==> src/rtl/core/sle_pkg.sv <==
// Package: constants, widths and controller/datapath link types for the line editor.
`default_nettype none
package sle_pkg;

    localparam int BYTE_W       = 8;
    localparam int CNT_W        = 6;
    localparam int LINE_CAP_DEF = 63;

    localparam logic [BYTE_W-1:0] CH_BS  = 8'd8;
    localparam logic [BYTE_W-1:0] CH_DEL = 8'd127;
    localparam logic [BYTE_W-1:0] CH_CR  = 8'd13;
    localparam logic [BYTE_W-1:0] CH_LF  = 8'd10;

    typedef struct packed {
        logic store;
        logic erase;
        logic start;
        logic rd;
        logic adv;
    } sle_cmd_t;

    typedef struct packed {
        logic empty;
        logic full;
        logic is_eol;
        logic is_erase;
        logic last;
    } sle_status_t;

endpackage
`default_nettype wire

==> src/rtl/core/sle_if.sv <==
// Stream interfaces: received byte channel and completed line channel.
`default_nettype none
interface sle_in_if
    import sle_pkg::*;
();
    logic              valid;
    logic              ready;
    logic [BYTE_W-1:0] rx_byte;

    modport source (output valid, output rx_byte, input ready);
    modport sink   (input valid, input rx_byte, output ready);
endinterface

interface sle_out_if
    import sle_pkg::*;
();
    logic              valid;
    logic              ready;
    logic [BYTE_W-1:0] line_byte;
    logic              line_last;
    logic [CNT_W-1:0]  line_length;

    modport source (output valid, output line_byte, output line_last, output line_length,
                    input ready);
    modport sink   (input valid, input line_byte, input line_last, input line_length,
                    output ready);
endinterface
`default_nettype wire

==> src/rtl/core/serial_line_editor.sv <==
// Line editor: one byte per beat in; a completed line is read out from a 1-port store.
// A byte that stores, erases or is ignored leaves the block idle and ready for the next byte.
// On a line end, the line is snapshot and the first character is read in ST_READ and goes valid
// in ST_SHOW; each further character is read the same way after the previous one is taken.
// No byte is accepted while a line is being read out.
// Reset clears the fill count and control state; store contents stay undefined until written.
`default_nettype none
module serial_line_editor
    import sle_pkg::*;
#(
    parameter int LINE_CAPACITY = LINE_CAP_DEF
)(
    input  wire logic clk,
    input  wire logic rst_n,
    sle_in_if.sink    rx_chan,
    sle_out_if.source line_chan
);

    sle_cmd_t    cmd;
    sle_status_t status;

    sle_ctrl u_ctrl (
        .clk       (clk),
        .rst_n     (rst_n),
        .in_valid  (rx_chan.valid),
        .in_ready  (rx_chan.ready),
        .out_valid (line_chan.valid),
        .out_ready (line_chan.ready),
        .status    (status),
        .cmd       (cmd)
    );

    sle_datapath #(
        .LINE_CAPACITY (LINE_CAPACITY)
    ) u_dp (
        .clk         (clk),
        .rst_n       (rst_n),
        .rx_byte     (rx_chan.rx_byte),
        .cmd         (cmd),
        .status      (status),
        .line_byte   (line_chan.line_byte),
        .line_length (line_chan.line_length)
    );

    assign line_chan.line_last = status.last;

endmodule
`default_nettype wire

==> src/rtl/core/sle_datapath.sv <==
// Datapath: line store memory, fill count, read pointer and output data register.
`default_nettype none
module sle_datapath
    import sle_pkg::*;
#(
    parameter int LINE_CAPACITY = LINE_CAP_DEF
)(
    input  wire logic              clk,
    input  wire logic              rst_n,
    input  wire logic [BYTE_W-1:0] rx_byte,
    input  wire sle_cmd_t          cmd,
    output sle_status_t            status,
    output logic [BYTE_W-1:0]      line_byte,
    output logic [CNT_W-1:0]       line_length
);

    localparam int IDX_W = (LINE_CAPACITY > 1) ? $clog2(LINE_CAPACITY) : 1;
    localparam logic [CNT_W-1:0] CAP = CNT_W'(LINE_CAPACITY);

    logic [BYTE_W-1:0] mem [LINE_CAPACITY];

    logic [CNT_W-1:0]  fill_reg, fill_next;
    logic [CNT_W-1:0]  ptr_reg, ptr_next;
    logic [CNT_W-1:0]  len_reg, len_next;
    logic [BYTE_W-1:0] rd_data_reg;

    always_ff @(posedge clk)
    begin
        if (cmd.store)
        begin
            mem[fill_reg[IDX_W-1:0]] <= rx_byte;
        end
        if (cmd.rd)
        begin
            rd_data_reg <= mem[ptr_reg[IDX_W-1:0]];
        end
    end

    always_comb
    begin
        fill_next = fill_reg;
        ptr_next  = ptr_reg;
        len_next  = len_reg;
        if (cmd.store)
        begin
            fill_next = fill_reg + CNT_W'(1);
        end
        else if (cmd.erase)
        begin
            fill_next = fill_reg - CNT_W'(1);
        end
        else if (cmd.start)
        begin
            // snapshot the line length and free the store for the next line
            len_next  = fill_reg;
            ptr_next  = '0;
            fill_next = '0;
        end
        if (cmd.adv)
        begin
            ptr_next = ptr_reg + CNT_W'(1);
        end
    end

    always_ff @(posedge clk or negedge rst_n)
    begin
        if (!rst_n)
        begin
            fill_reg <= '0;
            ptr_reg  <= '0;
            len_reg  <= '0;
        end
        else
        begin
            fill_reg <= fill_next;
            ptr_reg  <= ptr_next;
            len_reg  <= len_next;
        end
    end

    always_comb
    begin
        status.empty    = (fill_reg == '0);
        status.full     = (fill_reg >= CAP);
        status.is_eol   = (rx_byte == CH_CR) || (rx_byte == CH_LF);
        status.is_erase = (rx_byte == CH_BS) || (rx_byte == CH_DEL);
        status.last     = ((ptr_reg + CNT_W'(1)) == len_reg);
    end

    assign line_byte   = rd_data_reg;
    assign line_length = len_reg;

endmodule
`default_nettype wire

==> src/rtl/core/sle_ctrl.sv <==
// Controller: classifies accepted beats and sequences the line readout.
`default_nettype none
module sle_ctrl
    import sle_pkg::*;
(
    input  wire logic        clk,
    input  wire logic        rst_n,
    input  wire logic        in_valid,
    output logic             in_ready,
    output logic             out_valid,
    input  wire logic        out_ready,
    input  wire sle_status_t status,
    output sle_cmd_t         cmd
);

    typedef enum logic [2:0] {
        ST_IDLE = 3'b001,
        ST_READ = 3'b010,
        ST_SHOW = 3'b100
    } state_t;

    state_t state_reg, state_next;
    logic   in_fire;
    logic   out_fire;

    assign in_ready  = (state_reg == ST_IDLE);
    assign out_valid = (state_reg == ST_SHOW);
    assign in_fire   = in_valid && in_ready;
    assign out_fire  = out_valid && out_ready;

    always_comb
    begin
        state_next = state_reg;
        cmd        = '0;
        case (state_reg)
            ST_IDLE:
            begin
                if (in_fire)
                begin
                    if (status.is_eol)
                    begin
                        if (!status.empty)
                        begin
                            cmd.start  = 1'b1;
                            state_next = ST_READ;
                        end
                    end
                    else if (status.is_erase)
                    begin
                        cmd.erase = !status.empty;
                    end
                    else
                    begin
                        cmd.store = !status.full;
                    end
                end
            end
            ST_READ:
            begin
                cmd.rd     = 1'b1;
                state_next = ST_SHOW;
            end
            ST_SHOW:
            begin
                if (out_fire)
                begin
                    if (status.last)
                    begin
                        state_next = ST_IDLE;
                    end
                    else
                    begin
                        cmd.adv    = 1'b1;
                        state_next = ST_READ;
                    end
                end
            end
            default:
            begin
                state_next = ST_IDLE;
            end
        endcase
    end

    always_ff @(posedge clk or negedge rst_n)
    begin
        if (!rst_n)
        begin
            state_reg <= ST_IDLE;
        end
        else
        begin
            state_reg <= state_next;
        end
    end

endmodule
`default_nettype wire

==> src/flat_wrapper.sv <==
// flat-port wrapper written by rule: the top's interface ports become plain ports
module serial_line_editor_flat import sle_pkg::*;
#(
    parameter int LINE_CAPACITY = LINE_CAP_DEF
)
  (clk, rst_n, rx_chan_valid, rx_chan_rx_byte, rx_chan_ready, line_chan_valid, line_chan_line_byte, line_chan_line_last, line_chan_line_length, line_chan_ready);
  sle_in_if rx_chan_i ();
  sle_out_if line_chan_i ();
  input  wire logic clk;
  input  wire logic rst_n;
  input wire logic [$bits(rx_chan_i.valid)-1:0] rx_chan_valid;
  input wire logic [$bits(rx_chan_i.rx_byte)-1:0] rx_chan_rx_byte;
  output wire logic [$bits(rx_chan_i.ready)-1:0] rx_chan_ready;
  output wire logic [$bits(line_chan_i.valid)-1:0] line_chan_valid;
  output wire logic [$bits(line_chan_i.line_byte)-1:0] line_chan_line_byte;
  output wire logic [$bits(line_chan_i.line_last)-1:0] line_chan_line_last;
  output wire logic [$bits(line_chan_i.line_length)-1:0] line_chan_line_length;
  input wire logic [$bits(line_chan_i.ready)-1:0] line_chan_ready;
  assign rx_chan_i.valid = rx_chan_valid;
  assign rx_chan_i.rx_byte = rx_chan_rx_byte;
  assign rx_chan_ready = rx_chan_i.ready;
  assign line_chan_valid = line_chan_i.valid;
  assign line_chan_line_byte = line_chan_i.line_byte;
  assign line_chan_line_last = line_chan_i.line_last;
  assign line_chan_line_length = line_chan_i.line_length;
  assign line_chan_i.ready = line_chan_ready;
  serial_line_editor #(.LINE_CAPACITY(LINE_CAPACITY)) u_core (.clk(clk), .rst_n(rst_n), .rx_chan(rx_chan_i), .line_chan(line_chan_i));
endmodule
==> config.mk <==
export PLATFORM = sky130hd
export DESIGN_NAME = serial_line_editor_flat
export DESIGN_NICKNAME = d
export VERILOG_FILES = /design/src/rtl/core/sle_pkg.sv /design/src/rtl/core/sle_if.sv /design/src/rtl/core/serial_line_editor.sv /design/src/rtl/core/sle_datapath.sv /design/src/rtl/core/sle_ctrl.sv /design/src/flat_wrapper.sv
export SDC_FILE = /design/constraint.sdc
export NUM_CORES = 1
export LEC_CHECK = 0
export BUFFER_PORTS_ARGS = -buffer_cell sky130_fd_sc_hd__buf_2
export CAP_MARGIN = 40
export CORE_MARGIN = 4
export CORE_UTILIZATION = 35
export DETAILED_ROUTE_END_ITERATION = 8
export SLEW_MARGIN = 10
export SYNTH_ARGS = -nofsm -noshare
export SYNTH_HDL_FRONTEND = slang
export SYNTH_SLANG_ARGS = --single-unit
==> constraint.sdc <==
create_clock -name clk -period 5.86 [get_ports clk]
set_input_delay 0.879 -clock clk [delete_from_list [all_inputs] [get_ports clk]]
set_output_delay 0.879 -clock clk [all_outputs]
set_load 0.03 [all_outputs]
==> results of run 1 <==
==> per-stage QoR <==
stage          hold WS, ns  utilization  instances  instance area, um^2
2_1_floorplan       0.5834            -       1069                21410
3_3_place_gp        0.5722       0.3694       1842                22340
3_5_place_dp        0.5751       0.3708       1848                22420
4_1_cts             0.2352       0.4004       1946                24210
5_1_grt             0.2720       0.4005       1947                24220
6_report            0.2436       0.4005       1947                24220
==> cell usage in the layout (no fill, tap or decap), types with 4 or more instances in the layout <==
| cell type | count |
|---|---|
| clkinvlp_4 | 6 |
| buf_4 | 22 |
| nor3b_1 | 4 |
| a211oi_1 | 7 |
| nor3_1 | 18 |
| o21ai_0 | 18 |
| clkbuf_1 | 12 |
| mux2i_1 | 47 |
| nand4b_1 | 6 |
| mux4_2 | 124 |
| nand3_1 | 12 |
| a21oi_1 | 10 |
| inv_1 | 9 |
| clkinv_1 | 4 |
| dfrtp_1 | 17 |
| bufinv_16 | 8 |
| mux2_2 | 16 |
| clkinv_2 | 12 |
| xor2_1 | 4 |
| a211o_1 | 5 |
| or3_1 | 5 |
| o221ai_1 | 13 |
| nand2_1 | 32 |
| clkbuf_16 | 54 |
| o31ai_1 | 4 |
| edfxtp_1 | 512 |
| o22ai_1 | 12 |
| buf_2 | 28 |
| nor2_1 | 82 |
==> area by class of cell <==
class | instances | area (um^2) | area share
Sequential cell | 533 | 15910 | 0.6569
Timing Repair Buffer | 56 | 414.1 | 0.01710
Clock buffer | 66 | 1396 | 0.05765
Inverter | 10 | 37.54 | 0.001550
Multi-Input combinational cell | 468 | 5087 | 0.2100
Tap cell | 782 | 978.4 | 0.04040
Clock inverter | 32 | 396.6 | 0.01638
==> report_power, final <==
group	internal, mW	total (mW)	switching [mW]
clock	2.05	3.48	1.42
combinational	0.179	0.612	0.434
sequential	4.29	4.38	0.0897
==> routing by layer <==
layer | wire length, um | track usage | vias to the layer above
met5 | 0 | 0 | -
met2 | 24640 | 0.2484 | 354
met3 | 3296 | 0.03139 | 85
met4 | 1554 | 0.05041 | 0
li1 | - | - | 4531
met1 | 21450 | 0.2117 | 5516
==> critical path: cells and delay by family, from the launching register on <==
| kind | cells | cell delay [ns] |
|---|---|---|
| AND/OR/NAND/NOR | 3 | 0.86 |
| flip-flops | 1 | 0.75 |
| AO/OA/AOI/OAI | 1 | 0.48 |
| buffers and inverters | 1 | 0.22 |
==> logic make-up (layout without fill, tap and decap cells) <==
family | count (synthesis) | count (layout) | share of synthesized area
buf+inv | 68 | 164 | 0.02005
xor+xnor | 6 | 6 | 0.002455
mux | 187 | 187 | 0.1609
fa+ha+maj | 3 | 3 | 0.001754
flops | 533 | 533 | 0.7428
compound gates | 86 | 86 | 0.02911
simple gates | 186 | 186 | 0.04296
==> path summary, 6_finish.rpt <==
check                           cells after the start  slack (ns)                        from                         end
worst max-delay path                                5        2.08      u_core.u_dp.ptr_reg[1]         line_chan_line_last
worst min-delay path                                1        0.24                       rst_n  u_core.u_dp.line_length[4]
worst max register to register                      7        2.46  u_core.u_ctrl.state_reg[0]      u_core.u_dp.mem[17][5]
worst min register to register                      1        0.58  u_core.u_dp.line_length[3]  u_core.u_dp.line_length[3]
max in group asynchronous                           1        5.24                       rst_n      u_core.u_dp.ptr_reg[1]
min in group clk                                    1        0.55          rx_chan_rx_byte[2]      u_core.u_dp.mem[58][2]
==> results.py, run 1 <==
metrics = {
    "final_layout": {
        "largest_reg_flops": 504,
        "final_layout_size_suffix_gt1_frac": 0.2541,
        "syn_to_final_growth_pct": 13.14,
        "filler_cell_count": 5286,
        "antenna_cells": 0,
        "nets": 1138,
    },
    "placed_design": {
        "place_ws_ns": 1.761,
        "hpwlAfterDp_mm": 32.45,
        "place_congestion": 0.7932,
        "numPortBuffers": 28,
    },
    "setup_path": {
        "worst_ep_required_time_ns": 4.98,
        "arrival_ns": 2.90,
        "endpoint_kind": "primary output",
        "slowest_delay_ns": 0.75,
        "slowest_stage": "dfrtp_4",
        "path_cells": "nand2_1, and3b_1, o31ai_1, nor3_1, buf_2",
        "worst-path-max-fanout": 34,
        "critical_path_class": "reg -> out",
        "worst_setup_path_start_kind": "flip-flop",
    },
    "status": {
        "status": "completed",
    },
    "power_and_ir_drop": {
        "p_per_area_nw_per_um2": 349.9,
        "power.total_mw": 8.474,
        "ir_drop_mv": 0.2349,
        "leakage_nw": 7.370,
    },
    "clock_network": {
        "cts_hold_buf": 0,
        "cts_buffer_depth": 3,
        "cts-buffers-inserted": 54,
        "cts_resized": 0,
        "clkSinkCount": 533,
        "cts_tree": "done",
        "cts_setup_buffers": 0,
        "clk_pin_slew_ns": 0.06,
        "worst_skew_pair.late_latency_ns": 0.60,
        "h-tree-depth": 2,
        "cts_root_buf": "clkbuf_16",
    },
    "drt": {
        "detail_route.wl_per_cell_um": 26.16,
        "viasPerCell": 5.386,
        "drtPass1Iterations": 5,
        "drtAntennaViolNets": 0,
        "drc": 0,
        "vias": 10490,
        "routed_wl_mm": 50.94,
        "drt_iter0_drc": 978,
    },
    "global_routing": {
        "grt_pass1_vias": 10720,
        "antenna_found_initial": 0,
        "grt_max_degree": 64,
        "grt_pass1_wl_mm": 75.15,
        "grt_usage": 0.1541,
        "grt_overflow": 0,
    },
    "yosys": {
        "syn_area_per_cell_um2": 20.03,
        "yosys_warnings": 0,
        "synth_commonest_cells": "512 x edfxtp_1, 124 x mux4_2, 82 x nor2_1",
        "synth_edf_count": 512,
        "ys_types": 64,
        "netlist_area_um2": 21410,
        "synth_area_leaders": "edfxtp_1 72%, mux4_2 13%, dfrtp_1 2.3%",
        "async_flop_share": 0.03940,
        "synth-main-ff-cell": "edfxtp_1",
        "yosysMostFrequentCell": "edfxtp_1",
        "synth-seq-cells": 533,
        "yosys.area.top_type": "edfxtp_1",
        "syn_nets": 1084,
        "ys_seq_area_frac": 0.7428,
        "syn_inst": 1069,
        "synth_top_area_share": 0.7182,
    },
    "sta": {
        "hold_viol": 0,
        "skew_ns": 0.02668,
        "finalWorstSetupSlack_ns": 2.079,
        "fin_crit_ns": 3.781,
        "relSlewSlack": 0.3855,
        "finalSetupViolCount": 0,
        "rsz0062_at_grt": "false",
        "max_freq_ghz": 0.2645,
        "fin_setup_tns_ns": 0,
        "maxSlewViolCount": 0,
        "post-route-period-util": 0.6452,
        "tightest_slew_ns": 0.9217,
    },
    "floorplan": {
        "pin_count": 29,
        "die_x_um": 255.3,
        "core-area_um2": 60470,
        "die_h_um": 255.3,
        "initial_core_util": 0.3540,
        "die_area_um2": 65180,
        "fp-row-count": 90,
    },
    "min_path": {
        "holdCritPathClass": "in -> async",
    },
    "run": {
        "cap_violations": 0,
    },
}
(Power assumes the default switching activity.)
==> run 2, diff against run 1 <==
clock period = 3.8 ns   (was 5.86 ns; I/O delays follow)
==> results.py, run 2 (synthesis results as in run 1) <==
metrics = {
    "sta": {
        "skew_ns": 0.01951,
        "post-route-period-util": 0.9307,
        "finalSetupViolCount": 0,
        "max_freq_ghz": 0.2827,
        "fin_setup_tns_ns": 0,
        "whs_ns": 0.2332,
        "fin_crit_ns": 3.537,
        "rsz0062_at_grt": "false",
        "relSlewSlack": 0.4503,
        "tightest_slew_ns": 0.8216,
        "maxSlewViolCount": 0,
        "hold_viol": 0,
    },
    "setup_path": {
        "critical_path_class": "reg -> out",
        "path_cells": "buf_12, nand4_1, o21ai_0, nand4b_1, nor3_1, buf_2",
        "endpoint_kind": "primary output",
        "slowest_delay_ns": 0.73,
        "arrival_ns": 2.97,
        "r2r_slack_ns": 0.68,
        "worstReg2RegEnd": "u_core.u_dp.mem[22][3]",
        "r2r-start": "u_core.u_ctrl.state_reg[0]",
        "crit_buf_inv": 2,
        "r2r.worst_path.cells": 7,
        "path_delay_family": "simple AND/OR/NAND/NOR gates",
        "worst_setup_path_start_kind": "flip-flop",
        "cp-startpoint": "u_core.u_dp.ptr_reg[0]",
        "slowest_stage": "dfrtp_4",
        "worst-path-max-fanout": 41,
        "worst_ep_required_time_ns": 3.23,
    },
    "final_layout": {
        "antenna_cells": 0,
        "nets": 1195,
        "filler_cell_count": 5277,
        "largest_reg_flops": 504,
        "mostFrequentLayoutCell": "edfxtp_1",
        "final_layout_size_suffix_gt1_frac": 0.2851,
        "stdcell_count": 2006,
        "mostFrequentLayoutCells": "512 x edfxtp_1, 124 x mux4_2, 82 x nor2_1",
        "utilization": 0.4087,
        "syn_to_final_growth_pct": 15.46,
    },
    "power_and_ir_drop": {
        "seqPwrFrac": 0.514,
        "clock_power_share": 0.415,
        "p_switching_mw": 2.972,
        "ir_drop_mv": 0.4158,
        "leakage_nw": 7.715,
        "p_per_area_nw_per_um2": 531.5,
        "p_int_mw": 10.16,
        "pwr-share-comb": 0.071,
        "swShare": 0.2263,
    },
    "clock_network": {
        "cts_buffer_depth": 3,
        "cts_root_buf": "clkbuf_16",
        "h-tree-depth": 2,
        "cts_tree": "done",
        "worst_skew_pair.late_latency_ns": 0.61,
        "clk_pin_slew_ns": 0.06,
        "cts-buffers-inserted": 54,
        "clkSinkCount": 533,
    },
    "run": {
        "cap_violations": 0,
    },
    "drt": {
        "wl_met1_mm": 20.40,
        "routed_wl_mm": 51.25,
        "drtAntennaViolNets": 0,
        "vias": 10750,
        "top_layer": "met5",
        "drtPass1Iterations": 7,
        "wl_met3_mm": 3.215,
        "viasPerCell": 5.359,
        "drt_iter0_drc": 1047,
        "wl_met2_mm": 25.95,
        "detail_route.wl_per_cell_um": 25.55,
        "drc": 0,
    },
    "placed_design": {
        "numPortBuffers": 28,
        "hpwlAfterDp_mm": 32.54,
        "dp.cells": 1903,
        "place_congestion": 0.8274,
    },
    "floorplan": {
        "fp-row-count": 90,
        "die_area_um2": 65180,
        "initial_core_util": 0.3540,
        "core-area_um2": 60470,
        "die_x_um": 255.3,
        "pin_count": 29,
        "die_h_um": 255.3,
    },
    "global_routing": {
        "grt_pass1_wl_mm": 75.15,
        "antenna_found_initial": 2,
        "grt_pass1_vias": 11150,
        "grt_overflow": 0,
        "grt_usage": 0.1541,
        "grt_max_degree": 64,
    },
    "min_path": {
        "whs_endpoint": "u_core.u_ctrl.state_reg[2]",
        "holdCritPathClass": "in -> reg",
        "hold_depth": 2,
        "min-delay-start": "line_chan_ready",
    },
    "status": {
        "status": "completed",
    },
}
run 2: changes by cell type in the layout (fill, tap and decap cells not counted), sizes merged, moves of 5 or more:
cell and change:
clkinv +13, clkinvlp -5, buf +56, clkbuf -6
run 2: worst reg2reg max path: stages, from the launching register on:
cell      delay, ns
dfstp_2        0.55
nor3b_4        0.24
and2_1         0.27
nand2_1        0.19
nor2_1         0.44
nand4b_1       0.55
nor2_1         0.36
buf_4          0.22
run 2: per-stage QoR:
stage / total power [mW] / instance area [um^2] / worst slack (ns)
after global routing: 13.57 / 24720 / 0.1486
after CTS: 13.23 / 24670 / 0.04734
after detailed placement: 7.810 / 22830 / 0.3671
after global placement: 7.791 / 22820 / 0.4914
final: 13.14 / 24720 / 0.2632
after floorplan: 7.340 / 21410 / 1.026
run 2: power groups by stage:
stage	registers, mW	clock network (mW)	logic, mW
floorplan	6.80	0	0.537
global placement	6.87	0	0.923
detailed placement	6.87	0	0.935
CTS	6.75	5.54	0.938
global route	6.76	5.82	0.988
finish	6.75	5.45	0.936
run 2: what timing repair did:
| item | CTS | global route |
|---|---|---|
| endpoints found under the hold margin | 20 | 0 |
| gates resized for setup | 0 | 0 |
| buffers inserted | 0 | 2 |
| hold buffers | 1 | 0 |
| setup endpoints to repair | 0 | 1 |
run 2: cell type report:
cell class,count,area [um^2],share of cell area
clock inverters,40,434.2,0.01757
well taps,782,978.4,0.03959
multi-input cells,468,5081,0.2056
repair buffers,113,879.6,0.03559
clock buffers,60,1395,0.05644
inverters,10,37.54,0.001519
flip-flops and latches,533,15910,0.6437
run 2: worst max path at each step:
stage | end | slack (ns) | cells after the start
after floorplan | u_core.u_dp.mem[56][0] | 1.03 | 7
after global placement | u_core.u_dp.mem[57][2] | 0.49 | 7
after detailed placement | u_core.u_dp.mem[56][1] | 0.37 | 7
after CTS | line_chan_line_last | 0.05 | 6
after global routing | line_chan_line_last | 0.15 | 6
final | line_chan_line_last | 0.26 | 6
run 2: routing by layer:
layer | vias up | track usage
li1 | 4632 | -
met1 | 5639 | 0.1977
met2 | 380 | 0.2659
met3 | 96 | 0.02753
met4 | 4 | 0.05270
met5 | - | 0
